$ cat src/sv/bemf_zct_pkg.sv
package bemf_zct_pkg;

    localparam int CAPTURE_W = 16;
    localparam int PIN_W     = 12;
    localparam int MATCH_W   = 17;
    localparam int WORD_W    = 32;
    localparam int WEIGHT_W  = 8;
    localparam int ADDR_W    = 4;

    // Register indexes, taken from paddr[3:2].
    localparam logic [1:0] REG_CORRECTION = 2'd0;
    localparam logic [1:0] REG_NEW_WEIGHT = 2'd1;
    localparam logic [1:0] REG_OLD_WEIGHT = 2'd2;

    localparam logic [CAPTURE_W-1:0] CORRECTION_RESET = '0;
    localparam logic [WEIGHT_W-1:0]  NEW_WEIGHT_RESET = 8'd1;
    localparam logic [WEIGHT_W-1:0]  OLD_WEIGHT_RESET = 8'd7;

    typedef struct packed {
        logic [PIN_W-1:0]     pin_status;
        logic [PIN_W-1:0]     expected_pin_mask;
        logic [CAPTURE_W-1:0] capture_time;
        logic [CAPTURE_W-1:0] commutation_period;
    } in_item_t;

    typedef struct packed {
        logic [MATCH_W-1:0] next_match_time;
        logic [WORD_W-1:0]  filtered_time;
        logic [WORD_W-1:0]  crossing_count;
    } out_item_t;

    typedef enum logic [1:0] {
        ST_IDLE,
        ST_MUL,
        ST_DIV,
        ST_DONE
    } state_t;

endpackage

$ cat src/sv/bemf_zero_crossing_commutation_timer.sv
// Sensorless BLDC zero-crossing commutation timer. Each request on the input
// channel is one pin-change event; it produces a result only when pin_status
// and expected_pin_mask share a bit, and is otherwise dropped. A matching
// event is then worked on in order: a shift-and-add multiplier that forms
// A*(capture-correction) + B*filtered one weight bit per cycle, a restoring
// divider by A+B that yields one quotient bit per cycle, and a load of the
// output register. The input is stalled while that work runs, and for longer
// when the previous result is still held in the output register by out_stall
// at the moment the new one is ready. A finished result may wait in the
// output register while the next event is already being taken. When both
// weights are zero the filtered value is kept. Configuration registers sit
// at byte addresses 0 (crossing_correction), 4 (new_sample_weight) and 8
// (old_value_weight) and should be written only while the block is idle.
module bemf_zero_crossing_commutation_timer (
    input  logic                          clk,
    input  logic                          rst_n,
    input  logic                          in_valid,
    output logic                          in_stall,
    input  bemf_zct_pkg::in_item_t        in_data,
    output logic                          out_valid,
    input  logic                          out_stall,
    output bemf_zct_pkg::out_item_t       out_data,
    input  logic                          psel,
    input  logic                          penable,
    input  logic                          pwrite,
    input  logic [bemf_zct_pkg::ADDR_W-1:0] paddr,
    input  logic [31:0]                   pwdata,
    output logic [31:0]                   prdata,
    output logic                          pready
);
    import bemf_zct_pkg::*;

    state_t state_reg, state_next;

    logic [CAPTURE_W-1:0] corr_reg;
    logic [WEIGHT_W-1:0]  wnew_reg;
    logic [WEIGHT_W-1:0]  wold_reg;

    logic [WORD_W-1:0] filt_reg, filt_next;
    logic [WORD_W-1:0] count_reg, count_next;

    logic [WORD_W-1:0]   work_reg, work_next;
    logic [WORD_W-1:0]   corr_sh_reg, corr_sh_next;
    logic [WORD_W-1:0]   filt_sh_reg, filt_sh_next;
    logic [WEIGHT_W-1:0] wa_sh_reg, wa_sh_next;
    logic [WEIGHT_W-1:0] wb_sh_reg, wb_sh_next;
    logic [WEIGHT_W:0]   rem_reg, rem_next;
    logic [4:0]          cnt_reg, cnt_next;
    logic [MATCH_W-1:0]  match_reg, match_next;

    logic      out_valid_reg, out_valid_next;
    out_item_t out_data_reg, out_data_next;

    logic                 accept;
    logic                 hit;
    logic [CAPTURE_W-1:0] half;
    logic [WEIGHT_W:0]    denom;
    logic [WEIGHT_W+1:0]  trial;
    logic                 cfg_write;

    assign pready    = 1'b1;
    assign cfg_write = psel && penable && pwrite;

    always_ff @(posedge clk or negedge rst_n)
    begin
        if (!rst_n)
        begin
            corr_reg <= CORRECTION_RESET;
            wnew_reg <= NEW_WEIGHT_RESET;
            wold_reg <= OLD_WEIGHT_RESET;
        end
        else if (cfg_write)
        begin
            unique case (paddr[3:2])
                REG_CORRECTION: corr_reg <= pwdata[CAPTURE_W-1:0];
                REG_NEW_WEIGHT: wnew_reg <= pwdata[WEIGHT_W-1:0];
                REG_OLD_WEIGHT: wold_reg <= pwdata[WEIGHT_W-1:0];
                default:        ;
            endcase
        end
    end

    always_comb
    begin
        unique case (paddr[3:2])
            REG_CORRECTION: prdata = {16'h0, corr_reg};
            REG_NEW_WEIGHT: prdata = {24'h0, wnew_reg};
            REG_OLD_WEIGHT: prdata = {24'h0, wold_reg};
            default:        prdata = '0;
        endcase
    end

    assign in_stall  = (state_reg != ST_IDLE);
    assign accept    = in_valid && !in_stall;
    assign hit       = |(in_data.pin_status & in_data.expected_pin_mask);
    assign half      = in_data.commutation_period >> 1;
    assign denom     = {1'b0, wnew_reg} + {1'b0, wold_reg};
    assign trial     = {rem_reg, work_reg[WORD_W-1]};
    assign out_valid = out_valid_reg;
    assign out_data  = out_data_reg;

    always_ff @(posedge clk or negedge rst_n)
    begin
        if (!rst_n)
        begin
            state_reg     <= ST_IDLE;
            filt_reg      <= '0;
            count_reg     <= '0;
            out_valid_reg <= 1'b0;
            cnt_reg       <= '0;
        end
        else
        begin
            state_reg     <= state_next;
            filt_reg      <= filt_next;
            count_reg     <= count_next;
            out_valid_reg <= out_valid_next;
            cnt_reg       <= cnt_next;
        end
    end

    always_ff @(posedge clk)
    begin
        work_reg     <= work_next;
        corr_sh_reg  <= corr_sh_next;
        filt_sh_reg  <= filt_sh_next;
        wa_sh_reg    <= wa_sh_next;
        wb_sh_reg    <= wb_sh_next;
        rem_reg      <= rem_next;
        match_reg    <= match_next;
        out_data_reg <= out_data_next;
    end

    always_comb
    begin
        state_next     = state_reg;
        filt_next      = filt_reg;
        count_next     = count_reg;
        work_next      = work_reg;
        corr_sh_next   = corr_sh_reg;
        filt_sh_next   = filt_sh_reg;
        wa_sh_next     = wa_sh_reg;
        wb_sh_next     = wb_sh_reg;
        rem_next       = rem_reg;
        cnt_next       = cnt_reg;
        match_next     = match_reg;
        out_data_next  = out_data_reg;
        out_valid_next = out_valid_reg && out_stall;

        unique case (state_reg)
            ST_IDLE:
            begin
                if (accept && hit)
                begin
                    // The capture is widened before the subtraction so that a
                    // capture below the correction wraps over the full word.
                    corr_sh_next = {16'h0, in_data.capture_time} - {16'h0, corr_reg};
                    filt_sh_next = filt_reg;
                    wa_sh_next   = wnew_reg;
                    wb_sh_next   = wold_reg;
                    work_next    = '0;
                    cnt_next     = '0;
                    match_next   = {1'b0, half} + {1'b0, in_data.capture_time};
                    if (in_data.capture_time >= half)
                    begin
                        count_next = count_reg + 32'd1;
                    end
                    state_next = ST_MUL;
                end
            end
            ST_MUL:
            begin
                work_next = work_reg
                          + (wa_sh_reg[0] ? corr_sh_reg : '0)
                          + (wb_sh_reg[0] ? filt_sh_reg : '0);
                corr_sh_next = corr_sh_reg << 1;
                filt_sh_next = filt_sh_reg << 1;
                wa_sh_next   = wa_sh_reg >> 1;
                wb_sh_next   = wb_sh_reg >> 1;
                cnt_next     = cnt_reg + 5'd1;
                if (cnt_reg[2:0] == 3'd7)
                begin
                    cnt_next   = '0;
                    rem_next   = '0;
                    state_next = ST_DIV;
                end
            end
            ST_DIV:
            begin
                // The dividend shifts out of the top of work_reg while the
                // quotient bits shift in at the bottom.
                if (trial >= {1'b0, denom})
                begin
                    rem_next  = (WEIGHT_W+1)'(trial - {1'b0, denom});
                    work_next = {work_reg[WORD_W-2:0], 1'b1};
                end
                else
                begin
                    rem_next  = trial[WEIGHT_W:0];
                    work_next = {work_reg[WORD_W-2:0], 1'b0};
                end
                cnt_next = cnt_reg + 5'd1;
                if (cnt_reg == 5'd31)
                begin
                    if (denom != '0)
                    begin
                        filt_next = work_next;
                    end
                    state_next = ST_DONE;
                end
            end
            ST_DONE:
            begin
                if (!out_valid_reg || !out_stall)
                begin
                    out_data_next.next_match_time = match_reg;
                    out_data_next.filtered_time   = filt_reg;
                    out_data_next.crossing_count  = count_reg;
                    out_valid_next                = 1'b1;
                    state_next                    = ST_IDLE;
                end
            end
            default:
            begin
                state_next = ST_IDLE;
            end
        endcase
    end

endmodule
$ cat config.mk
export PLATFORM = sky130hd
export DESIGN_NAME = bemf_zero_crossing_commutation_timer
export DESIGN_NICKNAME = d
export VERILOG_FILES = /design/src/sv/bemf_zct_pkg.sv /design/src/sv/bemf_zero_crossing_commutation_timer.sv
export SDC_FILE = /design/constraint.sdc
export NUM_CORES = 1
export LEC_CHECK = 0
export CORE_MARGIN = 1
export CORE_UTILIZATION = 65
export CTS_CLUSTER_SIZE = 10
export DETAILED_ROUTE_END_ITERATION = 6
export DONT_BUFFER_PORTS = 1
export GPL_ROUTABILITY_DRIVEN = 0
export GPL_TIMING_DRIVEN = 0
export PLACE_DENSITY = 0.82
export SYNTH_ARGS = -nofsm -noshare
export SYNTH_HDL_FRONTEND = slang
export SYNTH_SLANG_ARGS = --single-unit
$ cat constraint.sdc
create_clock -name clk -period 10.25 [get_ports clk]
set_clock_uncertainty 0.2 [all_clocks]
set_input_delay 0 -clock clk [delete_from_list [all_inputs] [get_ports clk]]
set_output_delay 0 -clock clk [all_outputs]
set_load 0.01 [all_outputs]
Word level (Yosys, flattened, before mapping):

Index checks and enable logic that the tools add are counted.

* shifts and indexed selects: 0
* bitwise gates (word level): 1
* divide/modulo/power cells: 0
* muxes and demuxes: 27
* multiply operators: 0
* eq/ne operators: 11
* order comparisons: 2
* add/subtract/negate cells: 8
* reduce and logical (&&, ||, !) cells: 28

Operator list (number)
* 2-to-1 mux 32 bit: 5
* one-hot mux 32 bit (2 select lines): 2
* one-hot mux 32 bit (3 select lines): 1
* adder 32 bit: 2
* one-hot mux 16 bit (3 select lines): 1
* adder 32 x 1 -> 32 bit (second input constant): 1
* one-hot mux 8 bit (2 select lines): 2
* 2-to-1 mux 9 bit: 2
* one-hot mux 9 bit (2 select lines): 1
* adder 15 x 16 -> 17 bit: 1
* subtractor 16 x 16 -> 17 bit: 1
* greater-or-equal comparator 16 x 15 -> 1 bit: 1
* 2-to-1 mux 8 bit: 2
* AND reduction 2 bit: 8
* one-hot mux 5 bit (3 select lines): 1
* bitwise AND 12 bit: 1
* OR reduction 12 bit: 1
* greater-or-equal comparator 10 x 9 -> 1 bit: 1
* 2-to-1 mux 5 bit: 2
* adder 8 x 8 -> 9 bit: 1
* nonzero test 9 bit: 1
* subtractor 9 bit: 1
* 2-to-1 mux 2 bit: 4
* != test 2 bit (second input constant): 4
* 15 further kinds: 30

* input bits: 99
* bits in read-only memories: 0
* memories kept: 0
* bits in writable memories: 0
* output and inout port bits: 116
* bits in registers: 323
* latch bits: 0
* word-level logic and storage cells: 95

Longest topological paths before layout:

* word-level depth: 6
* mapped depth: 17
* mapped depth without buffers: 16

Worst setup path after synthesis:

Ideal clock, no wire load.

* kind: register -> register
* start: register state_reg[1]
* end: register corr_sh_reg[0] (enable)
* arrival: 6546 ps
* setup slack: 2875 ps
* cell stages (with the launch flop): 6
* path buffers: 1
* required time: 9421 ps
* library setup time: 629 ps
* clock period less this slack: 7375 ps
* path through: dfrtp_1 -> inv_1 -> ha_1 -> clkbuf_1 -> inv_1 -> o21ai_0

* word-level cells in the longest chain between the ends: 6
* elaborated cells on any way between the ends: 9
* classes of those cells: eq/ne (2); reduce/logical (7)

Ends and longest elaborated chain
* start: declaration: RTL line bemf_zero_crossing_commutation_timer.sv:33 `state_t state_reg, state_next;`
* start signal: assignment: RTL line bemf_zero_crossing_commutation_timer.sv:114 `state_reg <= state_next;`
* nonzero test 2 bit: RTL line bemf_zero_crossing_commutation_timer.sv:93 `assign in_stall = (state_reg != ST_IDLE);`
* zero test 1 bit: RTL line bemf_zero_crossing_commutation_timer.sv:94 `assign accept = in_valid && !in_stall;`
* logical AND 1 bit: RTL line bemf_zero_crossing_commutation_timer.sv:94
* logical AND 1 bit: RTL line bemf_zero_crossing_commutation_timer.sv:153 `if (accept && hit)`
* != test 2 bit (no line)
* AND reduction 2 bit (no line) *
* end signal: assignment: RTL line bemf_zero_crossing_commutation_timer.sv:125 `corr_sh_reg <= corr_sh_next;`
* end: declaration: RTL line bemf_zero_crossing_commutation_timer.sv:43 `logic [WORD_W-1:0] corr_sh_reg, corr_sh_next;`

Every way passes the cells marked *; elsewhere a longest branch is shown, timed or not.
A chain may end at the register's enable or synchronous reset.

Worst setup path in the final report:

* start: register wnew_reg[0]
* end: register rem_reg[4] (data pin)

* word-level cells in the longest chain between the ends: 4
* elaborated cells on any way between the ends: 5
* classes of those cells: add/sub (2); order compare (1); mux (2)

Ends and longest elaborated chain
* start: declaration: RTL line bemf_zero_crossing_commutation_timer.sv:36 `logic [WEIGHT_W-1:0] wnew_reg;`
* start signal: assignment: RTL line bemf_zero_crossing_commutation_timer.sv:76 `REG_NEW_WEIGHT: wnew_reg <= pwdata[WEIGHT_W-1:0];`
* adder 8 x 8 -> 9 bit *: RTL line bemf_zero_crossing_commutation_timer.sv:97 `assign denom = {1'b0, wnew_reg} + {1'b0, wold_reg};`
* subtractor 9 bit or greater-or-equal comparator 10 x 9 -> 1 bit (tied branches): RTL line bemf_zero_crossing_commutation_timer.sv:194, bemf_zero_crossing_commutation_timer.sv:192
* 2-to-1 mux 9 bit *: RTL line bemf_zero_crossing_commutation_timer.sv:192 `if (trial >= {1'b0, denom})`
* one-hot mux 9 bit (2 select lines) *: RTL line bemf_zero_crossing_commutation_timer.sv:150 `unique case (state_reg)`
* end signal: assignment: RTL line bemf_zero_crossing_commutation_timer.sv:129 `rem_reg <= rem_next;`
* end: declaration: RTL line bemf_zero_crossing_commutation_timer.sv:47 `logic [WEIGHT_W:0] rem_reg, rem_next;`

Marks and branches as above.

==> flow_summary.toml <==
[setup_path]
r2r_cells = 17
worstPathCellList = "ha_1, fa_1, a21o_1, a21o_1, a211o_1, a21o_1, a21oi_1, ha_1, nand4_1, nor2_1, nand2_1, a2111oi_0, a211oi_1, nand3_1, buf_2, mux2i_1, nor2_1"
end_kind = "flip-flop"
slowest_delay_ns = 0.47
startpoint = "wnew_reg[0]"
worstPathArrival_ns = 4.98
regToRegSetupSlack_ns = 5.33
worst_ep_required_time_ns = 10.31
worstPathMaxFanout = 10
crit_top_cell = "a21o_1"
r2r-end = "rem_reg[4]"
endpoint = "rem_reg[4]"
critPathSlowestCell = "a2111oi_0"
worstSetupStartpointType = "flip-flop"
timing.rr.start = "wnew_reg[0]"
path_class = "reg2reg"

[layout]
fin_cells = 2043
largest_register_ffs = 81
drive_above_1_share_pct = 10.82
area_growth_pct = 16.89
final_nets = 1907
final_area_um2 = 20730

[synthesis]
synth.distinct_cells = 75
yosysWarnings = 0
yosysSeqAreaShare_pct = 51.79
synth-async-reset-ratio_pct = 32.20
avgSynthCellArea_um2 = 11.85
synth_top_flop_cell = "edfxtp_1"
syn-instance-count = 1497
mappedNetlistArea_um2 = 17730
ys_ff_latch = 323
synth-edff-count = 219

[clock_tree]
cts_max_level = 2
cts_resized = 0
post-cts-setup-buffers = 0
clk_pin_slew_ns = 0.06
cts_root_buf = "clkbuf_16"
clock_sinks = 323
insertion_delay_ns = 0.53
cts_buffer_depth = 3
holdBufCountCts = 111
cts_tree = "built"
numCtsBuffers = 38

[grt]
grt_first_pass_wirelength_um = 71210
overflow = 0
grt_pass1_vias = 13250
grt_start_max_net_pins = 101
grt_use_total_pct = 32.68
antenna_found_initial = 2

[timing]
clock.fmax_mhz = 203.2
holdWs_ns = 0.02420
finalSetupViolCount = 0
setup_slack_ns = 5.329
worst_slew_pin_slew_ns = 1.396
maxSlewViolCount = 0
timing.final.crit_period_ns = 4.921
hold_violations = 0
fin_crit_sh_pct = 48.01
rsz0062_at_grt = "false"
maxSlewHeadroom_pct = 6.747

[placement]
dp_cells = 1860
dp_slack_ns = 5.418
dp_hpwl_um = 28750
port_buffers = 0
dpl-instance-area_um2 = 18410

[floorplanning]
die_w_um = 167.2
die_y_um = 167.2
pin_count = 215
core-area_um2 = 26880
rows = 60
start_util_pct = 65.98
die_area_um2 = 27940

[route]
vias = 12960
finalWirelength_um = 45260
drt-initial-drc-count = 1187
ant_nets = 0
drt-pass1-iter-count = 6
avgRoutedWirePerCell_um = 22.15
avgViaCountPerCell = 6.346
drc = 0

[power_and_ir_drop]
p_per_area_nw_per_um2 = 344.9
power_mw = 7.150
max-vdd-ir-drop_mv = 0.1808
p_leak_nw = 8.373

[min_path]
whs_path_depth = 2
hold_class = "in2reg"
hold_start = "pwdata[0]"

[outcome]
status = "finished, final reports clean"

[run]
cap_violations = 0
-- routing by layer --
metal | up-vias | part of all wire, % | track usage [%]
met5 | - | 0.029 | 0
met4 | 2 | 4.6 | 14.52
met3 | 184 | 8.3 | 6.098
met2 | 778 | 49 | 55.39
met1 | 6263 | 38 | 41.14
li1 | 5737 | - | -
-- cell usage after synthesis, drive strengths merged (5+ instances only) --
cell type | n | area, um^2
a21boi | 5 | 37.54
nor3b | 11 | 82.58
mux2i | 15 | 150.1
o21a | 9 | 67.56
a211o | 5 | 43.79
and3 | 14 | 87.58
and2 | 69 | 431.7
nor4 | 7 | 43.79
nor2 | 40 | 150.1
a22oi | 17 | 127.6
nand2b | 10 | 62.56
xor2 | 56 | 490.5
nor2b | 27 | 168.9
o21ai | 83 | 415.4
edfxtp | 219 | 6576
nor3 | 46 | 230.2
a21oi | 52 | 260.3
a211oi | 8 | 60.06
or3 | 6 | 37.54
o21bai | 7 | 52.55
nand4 | 5 | 31.28
nand3 | 45 | 225.2
o31ai | 9 | 67.56
ha | 101 | 1264
dfrtp | 100 | 2502
xnor2 | 32 | 280.3
buf | 29 | 197.7
or2 | 5 | 31.28
o211ai | 5 | 37.54
a2111oi | 8 | 80.07
a21o | 24 | 180.2
inv | 73 | 274.0
fa | 36 | 720.7
mux2 | 95 | 1070
clkbuf | 38 | 143.9
nand2 | 130 | 488.0
-- worst max-delay path: cells and delay by family (launching register included) --
kind                       cells  cell delay, ns
DFF                            1            0.41
AOI/OAI and AO/OA              7            1.87
muxes                          1            0.24
and+or+nand+nor                5            0.66
buffers and inverters          1            0.32
adders and majority gates      3            0.93
-- cells in the final DEF (no fill, tap or decap), types with 8 or more instances in the layout --
| cell | instances |
|---|---|
| nor2b_1 | 27 |
| a22oi_1 | 17 |
| o31ai_1 | 9 |
| nor3b_1 | 11 |
| mux2i_1 | 15 |
| nand3_1 | 45 |
| xor2_1 | 56 |
| a21oi_1 | 52 |
| fa_1 | 36 |
| nor3_1 | 46 |
| nand2_1 | 130 |
| and2_1 | 69 |
| dfrtp_1 | 100 |
| and3_1 | 14 |
| buf_4 | 17 |
| ha_1 | 101 |
| a21o_1 | 24 |
| a211oi_1 | 8 |
| clkbuf_16 | 41 |
| o21a_1 | 9 |
| xnor2_1 | 32 |
| clkbuf_1 | 62 |
| mux2_2 | 92 |
| edfxtp_1 | 219 |
| conb_1 | 17 |
| inv_1 | 73 |
| nand2b_1 | 10 |
| o21ai_0 | 80 |
| dlygate4sd3_1 | 109 |
| nor2_1 | 40 |
-- layout make-up --
cell class	instances	area, um^2
diodes	1	2.502
well taps	341	426.7
multi-input cells	1048	8008
clock buffers	70	1165
flip-flops and latches	323	9184
fillers	1618	6148
plain buffers	67	342.8
repair buffers	119	1321
inverters	74	277.8
-- kinds of logic (layout without fill, tap and decap cells) --
group	Yosys count	in the layout	share of synthesized area (%)
xor+xnor	88	88	4.347
other cells	2	18	0.04235
flops	323	323	51.79
buf+inv	141	330	3.493
simple gates	429	429	12.36
fa+ha+maj	139	139	11.30
compound gates	265	265	9.787
mux	110	110	6.880
-- power by group --
part           internal (mW)  switching, mW
Clock                  0.761          0.521
Sequential              2.05          0.317
Combinational           1.48           2.03
Total                   4.28           2.87
-- stage by stage --
step	setup TNS (ns)	utilization (%)
after CTS	0	77.10
after global placement	-27.59	67.77
final	0	77.12
after global routing	0	77.12
after detailed placement	0	68.50
after floorplan	0	-
-- worst min-delay path by stage --
| stage | slack [ns] | to |
|---|---|---|
| 3_5_place_dp | -0.49 | filt_reg[23] |
| 3_3_place_gp | -0.49 | filt_reg[23] |
| 2_1_floorplan | -0.50 | cnt_reg[0] |
| 4_1_cts | 0.005 | corr_reg[12] |
| 5_1_grt | 0.05 | wnew_reg[0] |
| 6_report | 0.02 | wnew_reg[0] |
No activity file was read; power rests on OpenSTA's default activity.
